===== config.mk =====
export PLATFORM = sky130hd
export DESIGN_NAME = ptfc_datapath
export DESIGN_NICKNAME = d
export VERILOG_FILES = /design/src/sv/ptfc_pkg.sv /design/src/sv/ptfc_datapath.sv
export SDC_FILE = /design/constraint.sdc
export NUM_CORES = 1
export LEC_CHECK = 0
export ABC_AREA = 1
export BUFFER_PORTS_ARGS = -buffer_cell sky130_fd_sc_hd__buf_2
export CAP_MARGIN = 15
export CORE_UTILIZATION = 45
export CTS_CLUSTER_DIAMETER = 60
export DETAILED_ROUTE_END_ITERATION = 8
export HOLD_SLACK_MARGIN = 0.06
export PLACE_DENSITY_LB_ADDON = 0.1
export SETUP_SLACK_MARGIN = 0.1
export SYNTH_ARGS = -nofsm -noshare
export SYNTH_HDL_FRONTEND = slang
export SYNTH_SLANG_ARGS = --single-unit

===== constraint.sdc =====
create_clock -name clk -period 16.41 [get_ports clk]
set_clock_uncertainty 0.2 [all_clocks]
set_input_delay 0.8205 -clock clk [delete_from_list [all_inputs] [get_ports clk]]
set_output_delay 0.8205 -clock clk [all_outputs]
set_load 0.01 [all_outputs]

===== src/sv/ptfc_pkg.sv =====
// ptfc_pkg: types, codes and helper functions for the pressure/temperature frame checker
// used by ptfc_ctrl, ptfc_datapath and pressure_temp_frame_checker; depends on nothing
`default_nettype none

package ptfc_pkg;

	// result status codes
	localparam logic [1:0] ST_OK        = 2'd0;
	localparam logic [1:0] ST_CRC       = 2'd1;
	localparam logic [1:0] ST_NOT_READY = 2'd2;

	// configuration register indexes
	localparam logic [1:0] CFG_FRAME_MODE     = 2'd0;
	localparam logic [1:0] CFG_PRESSURE_SCALE = 2'd1;
	localparam logic [1:0] CFG_SENSOR_READY   = 2'd2;

	localparam int CFG_W   = 15;
	localparam int SCALE_W = 15;

	// byte positions inside a frame
	localparam logic [2:0] POS_P_HI  = 3'd0;
	localparam logic [2:0] POS_P_LO  = 3'd1;
	localparam logic [2:0] POS_P_CRC = 3'd2;
	localparam logic [2:0] POS_T_HI  = 3'd3;
	localparam logic [2:0] POS_T_LO  = 3'd4;
	localparam logic [2:0] POS_T_CRC = 3'd5;

	localparam logic [7:0] CRC_POLY = 8'h31;
	localparam logic [7:0] CRC_INIT = 8'hFF;

	localparam logic [SCALE_W-1:0] TEMP_DIV = SCALE_W'(200);

	// ceil(2^20 * 256 / 200), exact for 16-bit magnitudes
	localparam logic [20:0] TEMP_RECIP = 21'd1342178;
	localparam int          TEMP_SHIFT = 20;

	// serial divider: one quotient bit per cycle
	localparam int DIV_STEPS = 24;
	localparam int CNT_W     = $clog2(DIV_STEPS);

	typedef enum logic [1:0] {
		S_IDLE,
		S_P_DIV,
		S_DONE
	} state_t;

	typedef struct packed {
		logic       byte_en;
		logic       restart;
		logic [2:0] pos;
		logic       finish;
		logic       not_ready;
		logic       div_step;
	} cmd_t;

	typedef struct packed {
		logic frame_mode;
		logic sensor_ready;
		logic div_last;
	} sts_t;

	function automatic logic [7:0] crc8_byte(input logic [7:0] crc, input logic [7:0] b);
		logic [7:0] c;
		c = crc ^ b;
		for (int k = 0; k < 8; k++) begin
			if (c[7]) begin
				c = {c[6:0], 1'b0} ^ CRC_POLY;
			end else begin
				c = {c[6:0], 1'b0};
			end
		end
		return c;
	endfunction

endpackage

`default_nettype wire


===== src/sv/ptfc_datapath.sv =====
// ptfc_datapath: config registers, crc-8 check, word capture, serial divider, result registers
// depends on ptfc_pkg
`default_nettype none

module ptfc_datapath (
	input  wire logic                    clk,
	input  wire logic                    arst_n,
	input  wire logic                    cfg_we,
	input  wire logic [1:0]              cfg_index,
	input  wire logic [ptfc_pkg::CFG_W-1:0] cfg_data,
	input  wire logic [7:0]              rx_byte,
	input  wire ptfc_pkg::cmd_t          cmd,
	output ptfc_pkg::sts_t               sts,
	output logic [1:0]                   status,
	output logic signed [23:0]           pressure_q8,
	output logic signed [16:0]           temperature_q8
);

	logic                         frame_mode_q;
	logic [ptfc_pkg::SCALE_W-1:0] scale_q;
	logic                         ready_q;

	logic [7:0]  crc_q;
	logic        fail_q;
	logic        nr_q;
	logic [15:0] pw_q;
	logic [15:0] tw_q;

	logic [23:0]                  num_q;
	logic [ptfc_pkg::SCALE_W-1:0] rem_q;
	logic [23:0]                  quo_q;
	logic [ptfc_pkg::SCALE_W-1:0] dvs_q;
	logic [ptfc_pkg::CNT_W-1:0]   cnt_q;
	logic                         neg_q;
	logic [23:0]                  p_res_q;
	logic [16:0]                  t_res_q;

	logic [7:0]  crc_in;
	logic        fail_in;
	logic        crc_bad;
	logic [7:0]  crc_next;
	logic [15:0] ld_mag;
	logic [15:0] rem_sh;
	logic [16:0] diff;
	logic        ge;
	logic [23:0] quo_d;
	logic [23:0] res;
	logic [15:0] t_mag;
	logic [36:0] t_prod;
	logic [16:0] t_scaled;
	logic [16:0] t_res;

	assign crc_in   = cmd.restart ? ptfc_pkg::CRC_INIT : crc_q;
	assign fail_in  = cmd.restart ? 1'b0 : fail_q;
	assign crc_bad  = (rx_byte != crc_in);
	assign crc_next = ptfc_pkg::crc8_byte(crc_in, rx_byte);

	assign ld_mag  = pw_q[15] ? (~pw_q + 16'd1) : pw_q;

	assign rem_sh = {rem_q, num_q[23]};
	assign diff   = {1'b0, rem_sh} - {2'b00, dvs_q};
	assign ge     = !diff[16];
	assign quo_d  = {quo_q[22:0], ge};
	assign res    = neg_q ? (~quo_d + 24'd1) : quo_d;

	// temperature * 256 / 200 as a reciprocal multiply on the magnitude
	assign t_mag    = tw_q[15] ? (~tw_q + 16'd1) : tw_q;
	assign t_prod   = 37'(t_mag) * 37'(ptfc_pkg::TEMP_RECIP);
	assign t_scaled = t_prod[ptfc_pkg::TEMP_SHIFT +: 17];
	assign t_res    = tw_q[15] ? (~t_scaled + 17'd1) : t_scaled;

	assign sts.frame_mode   = frame_mode_q;
	assign sts.sensor_ready = ready_q;
	assign sts.div_last     = (cnt_q == ptfc_pkg::CNT_W'(ptfc_pkg::DIV_STEPS - 1));

	always_ff @(posedge clk or negedge arst_n) begin
		if (!arst_n) begin
			frame_mode_q <= 1'b1;
			scale_q      <= ptfc_pkg::SCALE_W'(1);
			ready_q      <= 1'b0;
		end else if (cfg_we) begin
			case (cfg_index)
				ptfc_pkg::CFG_FRAME_MODE:     frame_mode_q <= cfg_data[0];
				ptfc_pkg::CFG_PRESSURE_SCALE: scale_q      <= cfg_data[ptfc_pkg::SCALE_W-1:0];
				ptfc_pkg::CFG_SENSOR_READY:   ready_q      <= cfg_data[0];
				default:                      ready_q      <= ready_q;
			endcase
		end
	end

	// crc and frame flags
	always_ff @(posedge clk or negedge arst_n) begin
		if (!arst_n) begin
			crc_q  <= ptfc_pkg::CRC_INIT;
			fail_q <= 1'b0;
			nr_q   <= 1'b0;
		end else begin
			if (cmd.not_ready) begin
				nr_q  <= 1'b1;
				crc_q <= ptfc_pkg::CRC_INIT;
			end
			if (cmd.byte_en) begin
				case (cmd.pos)
					ptfc_pkg::POS_P_CRC, ptfc_pkg::POS_T_CRC: begin
						fail_q <= fail_in | crc_bad;
						crc_q  <= ptfc_pkg::CRC_INIT;
					end
					default: begin
						fail_q <= fail_in;
						crc_q  <= crc_next;
					end
				endcase
				if (cmd.finish) begin
					nr_q <= 1'b0;
				end
			end
		end
	end

	// word capture
	always_ff @(posedge clk) begin
		if (cmd.byte_en) begin
			case (cmd.pos)
				ptfc_pkg::POS_P_HI: pw_q <= {rx_byte, 8'h00};
				ptfc_pkg::POS_P_LO: pw_q <= {pw_q[15:8], rx_byte};
				ptfc_pkg::POS_T_HI: tw_q <= {rx_byte, 8'h00};
				ptfc_pkg::POS_T_LO: tw_q <= {tw_q[15:8], rx_byte};
				default:            tw_q <= tw_q;
			endcase
		end
	end

	// serial restoring divider on magnitudes
	always_ff @(posedge clk or negedge arst_n) begin
		if (!arst_n) begin
			cnt_q <= '0;
		end else if (cmd.byte_en && cmd.finish) begin
			cnt_q <= '0;
		end else if (cmd.div_step) begin
			cnt_q <= cnt_q + ptfc_pkg::CNT_W'(1);
		end
	end

	always_ff @(posedge clk) begin
		if (cmd.byte_en && cmd.finish) begin
			num_q   <= {ld_mag, 8'h00};
			rem_q   <= '0;
			quo_q   <= '0;
			neg_q   <= pw_q[15];
			dvs_q   <= (scale_q == '0) ? ptfc_pkg::SCALE_W'(1) : scale_q;
			t_res_q <= (cmd.pos == ptfc_pkg::POS_T_CRC) ? t_res : '0;
		end else if (cmd.div_step) begin
			num_q <= {num_q[22:0], 1'b0};
			rem_q <= ge ? diff[ptfc_pkg::SCALE_W-1:0] : rem_sh[ptfc_pkg::SCALE_W-1:0];
			quo_q <= quo_d;
			if (sts.div_last) begin
				p_res_q <= res;
			end
		end
	end

	always_comb begin
		if (nr_q) begin
			status = ptfc_pkg::ST_NOT_READY;
		end else if (fail_q) begin
			status = ptfc_pkg::ST_CRC;
		end else begin
			status = ptfc_pkg::ST_OK;
		end
	end

	assign pressure_q8    = (nr_q || fail_q) ? 24'sd0 : $signed(p_res_q);
	assign temperature_q8 = (nr_q || fail_q) ? 17'sd0 : $signed(t_res_q);

endmodule

`default_nettype wire


==> run summary <==
The run finished with clean final reports. The global router's overall resource usage is 20.9%. met2 is the most crowded layer. The post-CTS repair timing setup buffer count is 0. The post-detailed-placement cell area came out at 15,800 um^2.

Counting flops and latches in the post-synthesis netlist gives 175. The final count of pins violating max slew came out at 0. After detailed routing, the number of remaining DRC violations is 0. The synthesized-area fraction occupied by ao, oa, aoi and oai cells came out at 8.28%. After clock tree synthesis, the clock-pin slew on the worst setup and hold paths is 80 ps. The core footprint is 32,700 um^2.

The worst relative slew slack is 26.3%. The initial antenna violation count is 0. TritonCTS created 17 clock buffers. STA puts the critical path data arrival time at 8440 ps. Compared with the post-synthesis result, the final layout area differs by 9.47%. The routability congestion estimate from global placement is 0.925.

The CTS tree is built. In this run, distinct cell masters in the synthesized netlist total 55. Clock latency on the worst-skew pair, taken at its later pin, is 440 ps. Along the worst path, the maximum fanout reaches 9. The worst setup path is of the flip-flop to flip-flop kind. The number of nets handed over by synthesis was 2,066. The share of flip-flops with an asynchronous set or reset is 18.3%. The nature of the critical path startpoint is a flip-flop.

The die boundary height came out at 185 um. The fmax is 118 MHz. The global-route wire length before repair came out at 55,600 um. For met2 alone, demand over resource in global routing was 33.5%.

The worst endpoint required time came out at 16,380 ps. The clock passes through at most 2 buffers. The number of endpoints failing setup at the final stage came out at 0. The post-CTS resize count is 0. In this run the remaining antenna-violating nets after routing total 0.

The largest family of logic cells by synthesized area is adder cells. The synthesized netlist devotes 26.2% of its cell area to adder and majority cells. The worst hold path belongs to the class flip-flop to flip-flop. The routed design has 33,900 um of wire. The initial standard-cell utilization of the core came out at 45.9%. The Yosys warning count came out at 0.

The simple-gate share of the synthesized area came out at 16.9%. In this design, the stage delay of the slowest critical-path cell is 650 ps. The width of the die is 185 um.

The detailed placer's ending HPWL came out at 27,700 um. The count of H-tree levels built during CTS is 4. The total congestion overflow came out at 0.

The shortest period the worst path allows is 8470 ps. The period utilization came out at 51.6%. In this run, synthesis inferred 105 flip-flops with an integrated enable. The final instance area came out at 16,400 um^2. The number of maximum-capacitance constraint violations is 0. During I/O placement, the number of pins put on the boundary was 82. The most frequent cell on the critical path is inv_1. After the last flow step, the layout net total stands at 2,128. The number of hold violations in the final report came to 0. Entering global routing, the biggest net connects 42 pins. The summed instance area of the synthesized netlist is 15,000 um^2.

The sequential cell area fraction in the yosys report came out at 31.5%. On the critical path, the stage with the largest delay is an instance of xor2_1. Summed over all failing endpoints, the final setup total negative slack is 0 ps. After the first detailed-routing iteration, the DRC count stood at 543.

A synthesized cell averages 8.47 um^2. STA classifies the critical path endpoint as a flip-flop. The portion of netlist area occupied by mux cells came out at 1.05%. The number of port buffers is 81. The final design utilization came out at 50.3%. The detailed-route vias per instance came out at 4.92.

The count of hold buffers inserted by post-cts repair came out at 0. The gate count after technology mapping came out at 1,774. The repair_antennas step left the layout with diodes totalling 0. The floorplan row count came out at 66. The synthesized netlist devotes 5.15% of its cell area to XOR and XNOR gates. The number of detailed-routing iterations run before antenna repair came out at 5.

The final routed wire length divided by cell count came out at 14.8 um. The detailed-route via count came out at 11,264. The clock sink total is 175. The number of global-route vias before repair came out at 10,946. Setup repair after global routing left no endpoint under its margin. In the synthesized netlist the dominant register cell turns out to be edfxtp_1. The met3 routing resource usage after global routing came out at 2.96%.

The area enclosed by the die boundary is 34,100 um^2. The cell chosen for the clock root is clkbuf_16. Of the cells placed in the final design, the portion with a size suffix greater than 1 is 10.4%.

The worst-margin pin slew came out at 1100 ps. The met1 usage came out at 29.9%.
==> final cells by class <==
type                            count  area [um^2]
Timing Repair Buffer               89          469
Multi-Input combinational cell   1169         8660
Inverter                          384         1440
Fill cell                        3200        16300
Tap cell                          442          553
Clock buffer                       19          464
Sequential cell                   175         4730
Clock inverter                     13          134
==> flip-flops by register name (all words and copies together) (netlist names) <==
signal and count:
quo_q 23, t_res_q 17, crc_q 8, pw_q 16
nr_q 1, ready_q 1, cnt_q 5, frame_mode_q 1
scale_q 15, dvs_q 15, tw_q 16, fail_q 1
neg_q 1, num_q 16, rem_q 15, p_res_q 24
==> final timing paths <==
check / from / end / slack [ps] / depth (start not counted)
min in group asynchronous: arst_n / scale_q[13] / 270 / 1
worst min-delay path: rem_q[14] / rem_q[14] / 260 / 2
worst min register to register: rem_q[14] / rem_q[14] / 260 / 2
worst max-delay path: tw_q[0] / t_res_q[16] / 7940 / 32
worst max register to register: tw_q[0] / t_res_q[16] / 7940 / 32
max in group asynchronous: arst_n / scale_q[3] / 15240 / 1
==> layout by cell type (no fill, tap or decap), types with 9 or more instances in the layout <==
cell	synthesis	layout
nand3_1	53	53
nand2_1	262	262
xor2_1	56	56
dfstp_2	10	10
o22ai_1	27	27
clkbuf_16	0	18
nand4_1	9	9
nor4_1	11	10
inv_1	380	380
a21oi_1	67	67
buf_2	2	81
xnor2_1	25	25
nor3_1	29	28
ha_1	159	159
dfxtp_1	38	38
nand2_2	10	10
o21ai_0	80	80
mux2_2	14	14
fa_1	97	97
edfxtp_1	105	105
dfrtp_1	22	22
nor2_1	198	198
==> critical path: cells and delay by family (launching register included) <==
family	cells	cell delay, ps
flip-flops	1	600
adder cells (fa/ha/maj)	9	3620
AND/OR/NAND/NOR	13	1560
XOR/XNOR	2	1010
buffers and inverters	7	910
AO/OA/AOI/OAI	1	280
==> cell usage after synthesis (4+ instances only) <==
cell      count  area share [%]
inv_1       380             9.5
nand2_1     262             6.5
nor2_1      198             4.9
ha_1        159              13
edfxtp_1    105              21
fa_1         97              13
o21ai_0      80             2.7
a21oi_1      67             2.2
xor2_1       56             3.3
nand3_1      53             1.8
dfxtp_1      38             5.1
clkbuf_1     34            0.85
nor3_1       29            0.97
o22ai_1      27             1.1
xnor2_1      25             1.5
dfrtp_1      22             3.7
mux2_2       14             1.0
nor4_1       11            0.46
dfstp_2      10             1.7
nand2_2      10            0.42
nand4_1       9            0.37
a31oi_1       8            0.33
or2_2         6            0.25
nand3_2       5            0.33
nor2_2        5            0.21
o21ai_2       5            0.29
buf_1         4            0.10
o211ai_1      4            0.20
xor2_2        4            0.43
==> metal layers <==
layer / vias up / share of wire, %
met1: 5305 / 50
met3: 31 / 3.1
li1: 5745 / -
met5: - / 0
met2: 183 / 45
met4: 0 / 1.3
==> cell families (layout without fill, tap and decap cells) <==
| group | count (synthesis) | after routing |
|---|---|---|
| compound gates | 216 | 216 |
| xor+xnor | 85 | 85 |
| fa+ha+maj | 256 | 256 |
| buf+inv | 430 | 505 |
| flops | 175 | 175 |
| mux | 14 | 14 |
| simple gates | 598 | 598 |
==> per-stage QoR <==
step           std cells  hold WS, ps  setup WS, ps
2_1_floorplan       1774          224          8960
3_3_place_gp        2258          247          8100
3_5_place_dp        2258          252          7940
4_1_cts             2290          269          7890
5_1_grt             2291          296          7340
6_report            2291          264          7940
Power is not shown: default switching activity piles up to over one toggle a cycle in this logic, so the estimate is an artifact.
